$ cat src/rtl/rbfs_pkg.sv
// ----------------------------------------------------------------------------
// rbfs_pkg
// Shared types and constants for the ring-buffer FIFO with search.
// ----------------------------------------------------------------------------
package rbfs_pkg;

	localparam int WORD_W    = 32;
	localparam int KIND_W    = 2;
	localparam int LEN_W     = 5;
	localparam int DEPTH_DEF = 16;
	localparam int LEN_RST   = 16;

	localparam logic [KIND_W-1:0] KIND_PUSH   = 2'd0;
	localparam logic [KIND_W-1:0] KIND_POP    = 2'd1;
	localparam logic [KIND_W-1:0] KIND_SEARCH = 2'd2;

	typedef enum logic [1:0] {
		ST_OK        = 2'd0,
		ST_FULL      = 2'd1,
		ST_EMPTY     = 2'd2,
		ST_NOT_FOUND = 2'd3
	} rbfs_status_t;

endpackage

$ cat src/rtl/rbfs_ifs.sv
// ----------------------------------------------------------------------------
// rbfs_ifs
// Request, response and configuration channels (valid/ready).
// ----------------------------------------------------------------------------
interface rbfs_req_if;
	logic               valid;
	logic               ready;
	logic [1:0]         kind;
	logic signed [31:0] value;

	modport source (output valid, output kind, output value, input ready);
	modport sink   (input valid, input kind, input value, output ready);
endinterface

interface rbfs_rsp_if;
	logic               valid;
	logic               ready;
	logic signed [31:0] result_value;
	logic [1:0]         status;

	modport source (output valid, output result_value, output status, input ready);
	modport sink   (input valid, input result_value, input status, output ready);
endinterface

interface rbfs_cfg_if;
	logic       valid;
	logic       ready;
	logic [4:0] ring_length;

	modport source (output valid, output ring_length, input ready);
	modport sink   (input valid, input ring_length, output ready);
endinterface

$ cat src/rtl/ring_buffer_fifo_with_search_unit.sv
// ----------------------------------------------------------------------------
// ring_buffer_fifo_with_search_unit
// Ring-buffer FIFO of signed 32-bit words with push, pop and value search.
// ----------------------------------------------------------------------------
// One request is handled at a time, and every request gives one response
// beat with a status code (ok, full, empty, not found) and a word that is
// zero on failure. A push goes through the result register to the response
// register; a pop first reads one slot (registered data, no read when
// empty), and a search reads up to n entries, n being the number occupied,
// at most ring_length - 1: the single read port of the slot store streams
// one entry a cycle, and the scan stops at the first match. The request
// channel is ready again once the result sits in the response register,
// so a stalled response holds one finished result while the next request
// is taken. ring_length wraps the pointers (values below 2 act as 2, above
// DEPTH as DEPTH); usable capacity is one less. A configuration beat is
// taken at any time but only changes the length while the buffer is empty,
// and then returns both pointers to zero. The slot store has no reset and
// needs no clearing pass: only entries written by a push are ever read.
// ----------------------------------------------------------------------------
module ring_buffer_fifo_with_search_unit #(
	parameter int DEPTH = rbfs_pkg::DEPTH_DEF
) (
	input  logic       clk,
	input  logic       arst_n,
	rbfs_req_if.sink   req,
	rbfs_rsp_if.source rsp,
	rbfs_cfg_if.sink   cfg
);
	import rbfs_pkg::*;

	localparam int IDX_W = $clog2(DEPTH);

	// slot store port signals
	logic              mem_we;
	logic [IDX_W-1:0]  mem_waddr;
	logic [WORD_W-1:0] mem_wdata;
	logic [IDX_W-1:0]  mem_raddr;
	logic [WORD_W-1:0] mem_rdata;

	// pointers, sequencer and response register
	rbfs_ctrl #(
		.DEPTH (DEPTH),
		.IDX_W (IDX_W)
	) u_ctrl (
		.clk       (clk),
		.arst_n    (arst_n),
		.req       (req),
		.rsp       (rsp),
		.cfg       (cfg),
		.mem_we    (mem_we),
		.mem_waddr (mem_waddr),
		.mem_wdata (mem_wdata),
		.mem_raddr (mem_raddr),
		.mem_rdata (mem_rdata)
	);

	// word storage, registered read data
	rbfs_mem #(
		.DEPTH (DEPTH),
		.IDX_W (IDX_W)
	) u_mem (
		.clk   (clk),
		.we    (mem_we),
		.waddr (mem_waddr),
		.wdata (mem_wdata),
		.raddr (mem_raddr),
		.rdata (mem_rdata)
	);

endmodule

$ cat src/rtl/rbfs_mem.sv
// ----------------------------------------------------------------------------
// rbfs_mem
// Slot store: one write port, one read port, registered read data.
// ----------------------------------------------------------------------------
module rbfs_mem #(
	parameter int DEPTH = rbfs_pkg::DEPTH_DEF,
	parameter int IDX_W = $clog2(DEPTH)
) (
	input  logic                       clk,
	input  logic                       we,
	input  logic [IDX_W-1:0]           waddr,
	input  logic [rbfs_pkg::WORD_W-1:0] wdata,
	input  logic [IDX_W-1:0]           raddr,
	output logic [rbfs_pkg::WORD_W-1:0] rdata
);
	import rbfs_pkg::*;

	logic [WORD_W-1:0] mem [DEPTH];

	always_ff @(posedge clk) begin
		if (we) begin
			mem[waddr] <= wdata;
		end
	end

	always_ff @(posedge clk) begin
		rdata <= mem[raddr];
	end

endmodule

$ cat src/rtl/rbfs_ctrl.sv
// ----------------------------------------------------------------------------
// rbfs_ctrl
// Sequencer: head/tail pointers, push/pop/search over the slot store,
// result and output registers.
// ----------------------------------------------------------------------------
module rbfs_ctrl #(
	parameter int DEPTH = rbfs_pkg::DEPTH_DEF,
	parameter int IDX_W = $clog2(DEPTH)
) (
	input  logic                        clk,
	input  logic                        arst_n,
	rbfs_req_if.sink                    req,
	rbfs_rsp_if.source                  rsp,
	rbfs_cfg_if.sink                    cfg,
	output logic                        mem_we,
	output logic [IDX_W-1:0]            mem_waddr,
	output logic [rbfs_pkg::WORD_W-1:0] mem_wdata,
	output logic [IDX_W-1:0]            mem_raddr,
	input  logic [rbfs_pkg::WORD_W-1:0] mem_rdata
);
	import rbfs_pkg::*;

	// length compare width: holds DEPTH and any 5-bit register value
	localparam int CMP_W = (IDX_W + 1 > LEN_W) ? IDX_W + 1 : LEN_W;
	localparam int LEN_R = (DEPTH < LEN_RST) ? DEPTH : LEN_RST;

	typedef enum logic [1:0] {S_IDLE, S_POP, S_SRCH, S_RESP} state_t;

	state_t            state_q;
	logic [IDX_W-1:0]  head_q, tail_q, ptr_q;
	logic [CMP_W-1:0]  len_q;
	logic              cmp_vld_q;
	logic [WORD_W-1:0] key_q;
	logic [WORD_W-1:0] res_val_q, out_val_q;
	rbfs_status_t      res_st_q, out_st_q;
	logic              out_valid_q;

	logic              in_acc, empty, push_full, hit, out_free;
	logic [IDX_W-1:0]  tail_nxt, head_nxt, ptr_nxt;

	function automatic logic [IDX_W-1:0] adv(input logic [IDX_W-1:0] idx,
	                                         input logic [CMP_W-1:0] len);
		logic [CMP_W-1:0] n;
		n = CMP_W'(idx) + CMP_W'(1);
		return (n >= len) ? '0 : n[IDX_W-1:0];
	endfunction

	function automatic logic [CMP_W-1:0] clamp(input logic [LEN_W-1:0] v);
		logic [CMP_W-1:0] w;
		w = CMP_W'(v);
		if (w < CMP_W'(2))
			return CMP_W'(2);
		if (w > CMP_W'(DEPTH))
			return CMP_W'(DEPTH);
		return w;
	endfunction

	assign tail_nxt  = adv(tail_q, len_q);
	assign head_nxt  = adv(head_q, len_q);
	assign ptr_nxt   = adv(ptr_q, len_q);
	assign empty     = (head_q == tail_q);
	assign push_full = (tail_nxt == head_q);
	assign in_acc    = req.valid && req.ready;
	assign hit       = cmp_vld_q && (mem_rdata == key_q);
	assign out_free  = !out_valid_q || rsp.ready;

	assign req.ready = (state_q == S_IDLE);
	assign cfg.ready = 1'b1;

	assign rsp.valid        = out_valid_q;
	assign rsp.result_value = out_val_q;
	assign rsp.status       = out_st_q;

	assign mem_we    = in_acc && (req.kind == KIND_PUSH) && !push_full;
	assign mem_waddr = tail_q;
	assign mem_wdata = req.value;
	assign mem_raddr = (state_q == S_SRCH) ? ptr_q : head_q;

	always_ff @(posedge clk or negedge arst_n) begin
		if (!arst_n) begin
			state_q     <= S_IDLE;
			head_q      <= '0;
			tail_q      <= '0;
			ptr_q       <= '0;
			len_q       <= CMP_W'(LEN_R);
			cmp_vld_q   <= 1'b0;
			key_q       <= '0;
			res_val_q   <= '0;
			res_st_q    <= ST_OK;
			out_val_q   <= '0;
			out_st_q    <= ST_OK;
			out_valid_q <= 1'b0;
		end else begin
			// ring length only changes while empty; pointers restart at zero
			if (cfg.valid && cfg.ready && empty) begin
				len_q  <= clamp(cfg.ring_length);
				head_q <= '0;
				tail_q <= '0;
			end
			if (rsp.valid && rsp.ready) begin
				out_valid_q <= 1'b0;
			end
			case (state_q)
				S_IDLE: begin
					if (in_acc) begin
						case (req.kind)
							KIND_PUSH: begin
								if (push_full) begin
									res_val_q <= '0;
									res_st_q  <= ST_FULL;
								end else begin
									tail_q    <= tail_nxt;
									res_val_q <= req.value;
									res_st_q  <= ST_OK;
								end
								state_q <= S_RESP;
							end
							KIND_POP: begin
								if (empty) begin
									res_val_q <= '0;
									res_st_q  <= ST_EMPTY;
									state_q   <= S_RESP;
								end else begin
									state_q <= S_POP;
								end
							end
							default: begin
								// search, and the unused code too
								key_q     <= req.value;
								ptr_q     <= head_q;
								cmp_vld_q <= 1'b0;
								state_q   <= S_SRCH;
							end
						endcase
					end
				end
				S_POP: begin
					res_val_q <= mem_rdata;
					res_st_q  <= ST_OK;
					head_q    <= head_nxt;
					state_q   <= S_RESP;
				end
				S_SRCH: begin
					// issue one read a cycle, compare the previous one
					if (hit) begin
						res_val_q <= key_q;
						res_st_q  <= ST_OK;
						cmp_vld_q <= 1'b0;
						state_q   <= S_RESP;
					end else if (ptr_q == tail_q) begin
						res_val_q <= '0;
						res_st_q  <= ST_NOT_FOUND;
						cmp_vld_q <= 1'b0;
						state_q   <= S_RESP;
					end else begin
						ptr_q     <= ptr_nxt;
						cmp_vld_q <= 1'b1;
					end
				end
				S_RESP: begin
					if (out_free) begin
						out_valid_q <= 1'b1;
						out_val_q   <= res_val_q;
						out_st_q    <= res_st_q;
						state_q     <= S_IDLE;
					end
				end
				default: begin
					state_q <= S_IDLE;
				end
			endcase
		end
	end

	a_ptr_range: assert property (@(posedge clk) disable iff (!arst_n)
		(CMP_W'(head_q) < len_q) && (CMP_W'(tail_q) < len_q))
		else $error("pointer beyond ring length");

	a_push_nonempty: assert property (@(posedge clk) disable iff (!arst_n)
		mem_we |=> (head_q != tail_q))
		else $error("buffer empty after a successful push");

	a_pop_occupied: assert property (@(posedge clk) disable iff (!arst_n)
		(state_q == S_POP) |-> (head_q != tail_q))
		else $error("pop read issued on an empty buffer");

	a_cmp_in_search: assert property (@(posedge clk) disable iff (!arst_n)
		cmp_vld_q |-> (state_q == S_SRCH))
		else $error("compare pending outside search");

endmodule

$ cat src/flat_wrapper.sv
// flat-port wrapper written by rule: the top's interface ports become plain ports
module ring_buffer_fifo_with_search_unit_flat import rbfs_pkg::*;
#(
	parameter int DEPTH = rbfs_pkg::DEPTH_DEF
)
  (clk, arst_n, req_valid, req_kind, req_value, req_ready, rsp_valid, rsp_result_value, rsp_status, rsp_ready, cfg_valid, cfg_ring_length, cfg_ready);
  rbfs_req_if req_i ();
  rbfs_rsp_if rsp_i ();
  rbfs_cfg_if cfg_i ();
  input  logic clk;
  input  logic arst_n;
  input wire logic [$bits(req_i.valid)-1:0] req_valid;
  input wire logic [$bits(req_i.kind)-1:0] req_kind;
  input wire logic [$bits(req_i.value)-1:0] req_value;
  output wire logic [$bits(req_i.ready)-1:0] req_ready;
  output wire logic [$bits(rsp_i.valid)-1:0] rsp_valid;
  output wire logic [$bits(rsp_i.result_value)-1:0] rsp_result_value;
  output wire logic [$bits(rsp_i.status)-1:0] rsp_status;
  input wire logic [$bits(rsp_i.ready)-1:0] rsp_ready;
  input wire logic [$bits(cfg_i.valid)-1:0] cfg_valid;
  input wire logic [$bits(cfg_i.ring_length)-1:0] cfg_ring_length;
  output wire logic [$bits(cfg_i.ready)-1:0] cfg_ready;
  assign req_i.valid = req_valid;
  assign req_i.kind = req_kind;
  assign req_i.value = req_value;
  assign req_ready = req_i.ready;
  assign rsp_valid = rsp_i.valid;
  assign rsp_result_value = rsp_i.result_value;
  assign rsp_status = rsp_i.status;
  assign rsp_i.ready = rsp_ready;
  assign cfg_i.valid = cfg_valid;
  assign cfg_i.ring_length = cfg_ring_length;
  assign cfg_ready = cfg_i.ready;
  ring_buffer_fifo_with_search_unit #(.DEPTH(DEPTH)) u_core (.clk(clk), .arst_n(arst_n), .req(req_i), .rsp(rsp_i), .cfg(cfg_i));
endmodule
$ cat config.mk
export PLATFORM = sky130hd
export DESIGN_NAME = ring_buffer_fifo_with_search_unit_flat
export DESIGN_NICKNAME = d
export VERILOG_FILES = /design/src/rtl/rbfs_pkg.sv /design/src/rtl/rbfs_ifs.sv /design/src/rtl/ring_buffer_fifo_with_search_unit.sv /design/src/rtl/rbfs_mem.sv /design/src/rtl/rbfs_ctrl.sv /design/src/flat_wrapper.sv
export SDC_FILE = /design/constraint.sdc
export NUM_CORES = 1
export LEC_CHECK = 0
export ABC_CLOCK_PERIOD_IN_PS = 8800
export BUFFER_PORTS_ARGS = -buffer_cell sky130_fd_sc_hd__buf_4
export CORE_UTILIZATION = 40
export DETAILED_ROUTE_END_ITERATION = 8
export PLACE_DENSITY = 0.54
export RECOVER_POWER = 100
export SLEW_MARGIN = 20
export SYNTH_ARGS = -nofsm -noshare
export SYNTH_HDL_FRONTEND = slang
export SYNTH_SLANG_ARGS = --single-unit
$ cat constraint.sdc
create_clock -name clk -period 8.8 [get_ports clk]
set_input_delay 1.76 -clock clk [delete_from_list [all_inputs] [get_ports clk]]
set_output_delay 1.76 -clock clk [all_outputs]
set_load 0.01 [all_outputs]
; ---- Yosys cells after proc, flatten, opt, wreduce, memory -nomap -nowiden
; Memories as Yosys holds them, arrays and structs flattened. A register that Yosys moved wholly into a read port is not among the register bits.
; Cells that the tools add are included.
[word_totals]
register_bits = 121
ram_bits = 512
input_bits = 44
output_inout_bits = 37
elab_cells = 114
mem_count = 1
[op_classes]
n_addsub = 3
magnitude_cmp = 5
n_eq_ne = 16
mux = 55
bitwise_logic = 1
reduce_logical = 21
[memory_table]
columns = memory, depth, word_bits, read_ports, rd_ports_with_merged_regs, wr, line_no
row1 = u_core.u_mem.mem, 16, 32, 1, 1, 1, rbfs_mem.sv:18  ; logic [WORD_W-1:0] mem [DEPTH];
[ops]
columns = operator, count
row1 = 2-to-1 mux 32 bit, 5
row2 = one-hot mux 32 bit (3 select lines), 1
row3 = one-hot mux 32 bit (2 select lines), 1
row4 = 2-to-1 mux 4 bit, 15
row5 = equality test 32 bit, 1
row6 = 2-to-1 mux 5 bit, 4
row7 = 2-to-1 mux 2 bit, 8
row8 = "adder 4 x 1 -> 5 bit, second input constant", 3
row9 = >= comparator 5 bit, 3
row10 = 2-to-1 mux 1 bit, 15
row11 = equality test 4 bit, 3
row12 = AND reduction 5 bit, 2
row13 = AND reduction 3 bit, 3
row14 = "!= test 2 bit, second input constant", 4
row15 = one-hot mux 2 bit (2 select lines), 2
row16 = one-hot mux 2 bit (4 select lines), 1
row17 = one-hot mux 4 bit (2 select lines), 1
row18 = logical AND 1 bit, 6
row19 = one-hot mux 2 bit (3 select lines), 1
row20 = "greater-than comparator 5 bit, second input constant", 1
row21 = "less-than comparator 5 x 2 -> 1 bit, second input constant", 1
row22 = "equality test 2 x 1 -> 1 bit, second input constant", 2
row23 = "equality test 2 bit, second input constant", 2
row24 = logical NOT 2 bit, 2
row25 = other kinds (12), 14

; ---- Longest topological paths before layout
[logic_depth]
depth_word = 8
mapped_depth = 11
mapped_depth_nobuf = 10

; ---- Cells and area by module
; A second synthesis with hierarchy kept.
[hier_totals]
cells_unflattened = 1523
hier_area_um2 = 26511.7
[by_module_without_submodules]
columns = module, instances, cells_per_inst, area_each_um2, seq_area_each_um2
row1 = rbfs_mem, 1, 838, 19835.3, 16015.4
row2 = rbfs_ctrl, 1, 685, 6676.4, 3029.2

; ---- Worst setup path before layout
; Ideal clock, no wire load.
[synth_timing]
kind = register -> register
start = register u_core.u_ctrl.tail_q[0] (netlist: u_core.u_ctrl.mem_waddr[0])
end = memory u_core.u_mem.mem[3][0] (enable)
setup_ns = 0.513
arrival_time_ns = 6.090
t_required_ns = 8.287
setup_slack_ns = 2.197
stages_incl_launch_ff = 11
n_path_buf = 0
synth_period_minus_slack_ns = 6.603
path_cell_list = dfrtp_1 -> ha_1 -> xor2_1 -> ha_1 -> a21o_1 -> a31oi_1 -> o21a_1 -> mux2_2 -> o22ai_2 -> nand2_1 -> nor4b_1
[synth_between]
elab_chain_cells = 8
[synth_rtl]
columns = element, line_no
row1 = from (decl), rbfs_ctrl.sv:30  ; logic [IDX_W-1:0] head_q, tail_q, ptr_q;
row2 = from (signal assigned), rbfs_ctrl.sv:112  ; tail_q <= tail_nxt;
row3 = adder 4 x 1 -> 5 bit, rbfs_ctrl.sv:44  ; n = CMP_W'(idx) + CMP_W'(1);
row4 = >= comparator 5 bit, rbfs_ctrl.sv:45  ; return (n >= len) ? '0 : n[IDX_W-1:0];
row5 = 2-to-1 mux 4 bit, rbfs_ctrl.sv:45
row6 = equality test 4 bit, rbfs_ctrl.sv:62  ; assign push_full = (tail_nxt == head_q);
row7 = logical NOT 1 bit, rbfs_ctrl.sv:74  ; assign mem_we = in_acc && (req.kind == KIND_PUSH) && !push_full;
row8 = logical AND 1 bit, rbfs_ctrl.sv:74
row9 = 2-to-1 mux 1 bit, rbfs_mem.sv:21  ; if (we) begin
row10 = 2-to-1 mux 1 bit (not written as such), rbfs_mem.sv:22  ; mem[waddr] <= wdata;
row11 = to (decl), rbfs_mem.sv:18
; Parallel ways exist; a longest one is shown, timed or not.

; ---- Final worst setup path
[layout_timing]
start = register u_core.u_ctrl.state_q[0]
end = register u_core.u_mem.rdata[25] (netlist name) (read register of u_core.u_mem.mem)
[layout_between]
elab_chain_cells = 2
[layout_rtl]
columns = element, line_no
row1 = from (decl), rbfs_ctrl.sv:29  ; state_t state_q;
row2 = from (signal assigned), rbfs_ctrl.sv:81  ; state_q <= S_IDLE;
row3 = from (signal assigned), rbfs_ctrl.sv:116  ; state_q <= S_RESP;
row4 = from (signal assigned), rbfs_ctrl.sv:122  ; state_q <= S_RESP;
row5 = equality test 2 bit, rbfs_ctrl.sv:77  ; assign mem_raddr = (state_q == S_SRCH) ? ptr_q : head_q;
row6 = 2-to-1 mux 4 bit, rbfs_ctrl.sv:77
row7 = to (decl), rbfs_mem.sv:14  ; output logic [rbfs_pkg::WORD_W-1:0] rdata
; Every way passes these cells.
; A chain may end at the register's enable or synchronous reset.

==> results.md <==
| Step | Quantity | Reported |
|:---|:---|:---|
| run status | Run status | complete, but fails checks |
| run status | Failing checks | capacitance limit, slew limit |
| yosys | Distinct cell type count of the synthesized netlist | 59 |
| clock network | Clock root buffer | sky130_fd_sc_hd__clkbuf_16 |
| clock network | Clk sink count | 665 |
| worst setup path | Peak fanout along the critical path | 28 |
| global route | Combined global-route utilization of all metal layers | 0.197 |
| clock network | TritonCTS Buffers | 72 |
| pwr | Pwr/cell area | 332 nW/um^2 |
| yosys | Async SR Flop Fraction | 0.182 |
| clock network | TritonCTS clock tree | done |
| yosys | Biggest area contributors in the synthesized netlist | sky130_fd_sc_hd__edfxtp_1 58%, sky130_fd_sc_hd__dfrtp_1 11%, sky130_fd_sc_hd__mux4_2 11% |
| sta | Max Clk Rate | 161 MHz |
| worst setup path | Worst R2R Start | u_core.u_ctrl.state_q[0]$_DFFE_PN0P_ |
| worst setup path | Type of element capturing the critical path | flip-flop |
| placed design | HPWL after detailed placement | 37.7 mm |
| pwr | Leakage power | 10.4 nW |
| die | Cell Rows | 94 |
| clock network | Clock Path Buffers | 3 |
| drt | Routed length on met3 | 3.53 mm |
| drt | Total via count in the routed design | 14400 |
| placed design | DP Cell Count | 2453 |
| worst setup path | Register-to-register setup slack | 2.58 ns |
| die | Horizontal extent of the die | 260 um |
| sta | Slew Limit Fails | 713 |
| clock network | Number of H-tree levels | 3 |
| clock network | Number of cells upsized or downsized after cts | 0 |
| die | Floorplan die height | 260 um |
| drt | Routed wire length on met2 | 31.4 mm |
| finish | Synth-to-Final Area Change | 13.2% |
| yosys | Main flop type after synthesis | sky130_fd_sc_hd__edfxtp_1 |
| yosys | Share of the yosys chip area belonging to registers | 0.714 |
| sta | Maximum clock skew at final layout | 0.0189 ns |
| min path | Class of the tightest hold or removal check | flip-flop to flip-flop |
| sta | Post-route setup TNS | 0 ns |
| worst setup path | FF-to-FF End | u_core.u_mem.rdata[25]$_DFF_P_ |
| clock network | Post-CTS setup repair buffer count | 0 |
| sta | Fin. Hold Viols | 0 |
| global route | Global-route wire length before repair | 97.7 mm |
| finish | Cell Count, Final, Fillers Out | 2588 |
| drt | Iteration-0 DRC count of the detailed router | 1068 |
| yosys | Area share of the largest cell type after synthesis | 0.576 |
| min path | WHS Endpoint | u_core.u_ctrl.len_q[1]$_DFFE_PN0P_ |
| drt | Top metal layer carrying routed signals | met4 |
| worst setup path | Most frequent cell on the critical path | sky130_fd_sc_hd__clkbuf_1 |
| die | Placeable core region | 65900 sq um |
| worst setup path | Nature of the critical path startpoint | flip-flop |
| worst setup path | WS Path Type | flip-flop to flip-flop |
| worst setup path | Count of cells along the worst register-to-register path | 10 |
| die | Initial Util | 0.405 |
| yosys | Count of warnings emitted by yosys | 0 |
| min path | Cell depth of the worst hold path | 2 |
| sta | Tightest Pin Transition | 3.88 ns |
| die | Die area | 67800 sq um |
| drt | DRC Markers | 0 |
| yosys | Mean instance size in the synthesized netlist | 16.9 sq um |
| global route | Remaining global-route overflow | 0 |
| job | Max-Cap Viols | 19 |
| yosys | Syn nets | 1648 |
| sta | RSZ-0062 raised after global routing | false |
| worst setup path | Worst path required time | 9.23 ns |
| global route | Pin count of the biggest net entering global routing | 129 |
| worst setup path | CP cell instances | inv_1, ha_1, clkbuf_1, mux2i_1, clkbuf_1, buf_4, mux4_2, and2_1, a211oi_1, a31oi_1 |
| pwr | Power consumption | 10.0 mW |
| sta | Final-layout worst hold slack | 0.480 ns |
| drt | Average via count per standard cell | 5.57 |
| drt | Sum of routed wire length over all layers | 65.3 mm |
| placed design | Port bufs | 79 |
| finish | Share of post-route cells with drive strength above 1 | 0.176 |
| clock network | Clock insertion delay at the later pin of the skew report | 0.61 ns |
| die | Number of I/O pins | 81 |
| global route | Initial antenna violation count | 1 |
| placed design | Final weighted congestion of routability-driven global placement | 0.771 |
| sta | Final critical-path share of the clock period | 0.706 |
| finish | Final #Nets | 1732 |
| yosys | Cell type with the highest aggregate area in the netlist | sky130_fd_sc_hd__edfxtp_1 |
| yosys | Post-synth EDFFs | 512 |
| worst setup path | Worst path slowest cell | sky130_fd_sc_hd__mux2i_1 |
| yosys | Synthesized area | 26700 sq um |
| drt | Pre-antenna DRT Iters | 4 |
| sta | Relative slew slack | -1.58 |
| yosys | Number of storage elements in the synthesis netlist | 665 |
| worst setup path | CP arrival | 6.65 ns |
| drt | Number of nets with antenna violations after detailed routing | 0 |
| sta | Number of endpoints failing setup at the final stage | 0 |
| drt | Wire length on met1 | 29.0 mm |
| drt | Routed wirelength normalized by instance count | 25.2 um |
| yosys | Synthesized instance count | 1579 |
| min path | Startpoint of the worst hold path | u_core.u_ctrl.len_q[1]$_DFFE_PN0P_ |
| pwr | Peak VDD IR | 0.233 mV |
| clock network | Hold Buf Count CTS | 0 |
| sta | Post-route minimum period | 6.22 ns |
| global route | Number of global-route vias before repair | 14900 |
| worst setup path | Worst stage delay on the critical path | 1.86 ns |
| clock network | Clock-pin transition on the worst setup and hold timing paths | 0.06 ns |
==> cells in the final DEF (no fill, tap or decap), types with 6 or more instances in the layout <==
master,Yosys,final
sky130_fd_sc_hd__a211oi_1,39,39
sky130_fd_sc_hd__a21oi_1,11,10
sky130_fd_sc_hd__a22oi_1,32,32
sky130_fd_sc_hd__a31oi_1,66,66
sky130_fd_sc_hd__and2_0,4,16
sky130_fd_sc_hd__and2_1,30,18
sky130_fd_sc_hd__and3_1,8,8
sky130_fd_sc_hd__and4b_1,8,8
sky130_fd_sc_hd__buf_4,9,16
sky130_fd_sc_hd__clkbuf_1,61,104
sky130_fd_sc_hd__clkbuf_16,0,75
sky130_fd_sc_hd__clkbuf_8,0,10
sky130_fd_sc_hd__clkinv_1,0,6
sky130_fd_sc_hd__clkinv_2,0,10
sky130_fd_sc_hd__dfrtp_1,120,120
sky130_fd_sc_hd__dfxtp_1,32,32
sky130_fd_sc_hd__edfxtp_1,512,512
sky130_fd_sc_hd__ha_1,25,25
sky130_fd_sc_hd__inv_1,17,17
sky130_fd_sc_hd__mux2_2,39,38
sky130_fd_sc_hd__mux4_2,128,128
sky130_fd_sc_hd__nand2_1,185,185
sky130_fd_sc_hd__nand2b_1,9,9
sky130_fd_sc_hd__nand3_1,8,7
sky130_fd_sc_hd__nand4_1,7,7
sky130_fd_sc_hd__nor2_1,38,38
sky130_fd_sc_hd__nor4_1,14,13
sky130_fd_sc_hd__o21ai_0,37,38
sky130_fd_sc_hd__xnor2_1,12,12
sky130_fd_sc_hd__xor2_1,35,35
==> layout make-up <==
cell class,instances,area [sq um]
Inverter,17,63.8
Clock buffer,106,2090
Antenna cell,1,2.50
Clock inverter,28,229
Fill cell,5769,35700
Multi-Input combinational cell,804,7210
Tap cell,864,1080
Sequential cell,665,19000
Timing Repair Buffer,103,484
==> flip-flops by register name, summed over array words and instances (netlist names) <==
register                        flops
u_core.u_ctrl.rsp.status            2
u_core.u_ctrl.cmp_vld_q             1
u_core.u_mem.mem                  512
u_core.u_mem.rdata                 32
u_core.u_ctrl.ptr_q                 4
u_core.u_ctrl.rsp.result_value     32
u_core.u_ctrl.res_st_q              2
u_core.u_ctrl.res_val_q            32
u_core.u_ctrl.rsp.valid             1
u_core.u_ctrl.mem_waddr             4
u_core.u_ctrl.head_q                4
u_core.u_ctrl.state_q               2
u_core.u_ctrl.len_q                 5
u_core.u_ctrl.key_q                32
==> routing by layer <==
| layer | track usage | vias to the layer above |
|---|---|---|
| li1 | - | 6361 |
| met1 | 0.274 | 7623 |
| met2 | 0.317 | 359 |
| met3 | 0.0359 | 79 |
| met4 | 0.0583 | 0 |
| met5 | 0 | - |
==> how the worst max path moves through the flow <==
stage	start	to	slack (ns)	cells after the start
global route	u_core.u_ctrl.state_q[0]$_DFFE_PN0P_	u_core.u_mem.rdata[19]$_DFF_P_	1.82	10
finish	u_core.u_ctrl.state_q[0]$_DFFE_PN0P_	u_core.u_mem.rdata[25]$_DFF_P_	2.58	10
global placement	u_core.u_ctrl.mem_waddr[0]$_DFF_PN0_	u_core.u_mem.mem[13][25]$_DFFE_PP_	4.12	10
CTS	u_core.u_ctrl.mem_waddr[0]$_DFF_PN0_	u_core.u_mem.mem[13][25]$_DFFE_PP_	3.95	10
floorplan	u_core.u_ctrl.mem_waddr[0]$_DFF_PN0_	u_core.u_mem.mem[3][0]$_DFFE_PP_	2.20	10
detailed placement	u_core.u_ctrl.mem_waddr[0]$_DFF_PN0_	u_core.u_mem.mem[13][25]$_DFFE_PP_	3.97	10
==> critical path: cells and delay by family, from the launching register on <==
family,cells,cell delay [ns]
buf+inv,4,2.59
mux,2,2.42
flops,1,0.41
compound gates,2,0.27
simple gates,1,0.16
fa+ha+maj,1,0.14
==> cell usage after synthesis (3+ instances only) <==
| cell type | number |
|---|---|
| sky130_fd_sc_hd__o22ai_1 | 3 |
| sky130_fd_sc_hd__buf_4 | 9 |
| sky130_fd_sc_hd__nand2_1 | 185 |
| sky130_fd_sc_hd__a31oi_1 | 66 |
| sky130_fd_sc_hd__and2_1 | 30 |
| sky130_fd_sc_hd__mux2_2 | 39 |
| sky130_fd_sc_hd__nor3_1 | 7 |
| sky130_fd_sc_hd__ha_1 | 25 |
| sky130_fd_sc_hd__o211ai_1 | 3 |
| sky130_fd_sc_hd__and3_1 | 8 |
| sky130_fd_sc_hd__nor2_1 | 38 |
| sky130_fd_sc_hd__edfxtp_1 | 512 |
| sky130_fd_sc_hd__nand4_1 | 7 |
| sky130_fd_sc_hd__xor2_1 | 35 |
| sky130_fd_sc_hd__mux2i_1 | 4 |
| sky130_fd_sc_hd__a32o_1 | 3 |
| sky130_fd_sc_hd__o21a_1 | 4 |
| sky130_fd_sc_hd__buf_2 | 18 |
| sky130_fd_sc_hd__dfrtp_1 | 120 |
| sky130_fd_sc_hd__nand3_1 | 8 |
| sky130_fd_sc_hd__dfxtp_1 | 32 |
| sky130_fd_sc_hd__and4_1 | 3 |
| sky130_fd_sc_hd__inv_1 | 17 |
| sky130_fd_sc_hd__and2_0 | 4 |
| sky130_fd_sc_hd__a211oi_1 | 39 |
| sky130_fd_sc_hd__clkbuf_1 | 61 |
| sky130_fd_sc_hd__a21oi_1 | 11 |
| sky130_fd_sc_hd__buf_1 | 5 |
| sky130_fd_sc_hd__mux4_2 | 128 |
| sky130_fd_sc_hd__and4b_1 | 8 |
| sky130_fd_sc_hd__o21ai_0 | 37 |
| sky130_fd_sc_hd__o21ai_1 | 5 |
| sky130_fd_sc_hd__a21o_1 | 5 |
| sky130_fd_sc_hd__a22oi_1 | 32 |
| sky130_fd_sc_hd__nor4_1 | 14 |
| sky130_fd_sc_hd__nor2b_1 | 4 |
| sky130_fd_sc_hd__nand2b_1 | 9 |
| sky130_fd_sc_hd__xnor2_1 | 12 |
| sky130_fd_sc_hd__nor4b_1 | 5 |
==> per-stage QoR <==
step / utilization / worst slack [ns] / instance area, sq um
6_report: 0.459 / 2.58 / 30200
5_1_grt: 0.459 / 1.82 / 30200
4_1_cts: 0.465 / 3.95 / 30600
3_5_place_dp: 0.429 / 3.97 / 28300
3_3_place_gp: 0.429 / 4.12 / 28300
2_1_floorplan: - / 2.20 / 26700
==> report_power, final <==
group	switching (mW)	total (mW)	internal, mW	leakage [nW]
registers	0.288	4.05	3.76	6.36
clock network	1.24	2.94	1.70	1.13
logic	1.76	3.04	1.28	2.91
==> cells by family (layout without fill, tap and decap cells) <==
logic type,Yosys count,after routing,share of synthesized area
buffers and inverters,110,254,0.0176
adders and majority gates,25,25,0.0117
AOI/OAI and AO/OA,222,222,0.0558
muxes,171,171,0.126
DFF,665,665,0.714
and+or+nand+nor,338,338,0.0598
other,1,2,0.000140
xor gates and xnor gates,47,47,0.0154
Note: power is estimated with default switching activity, not from simulation.
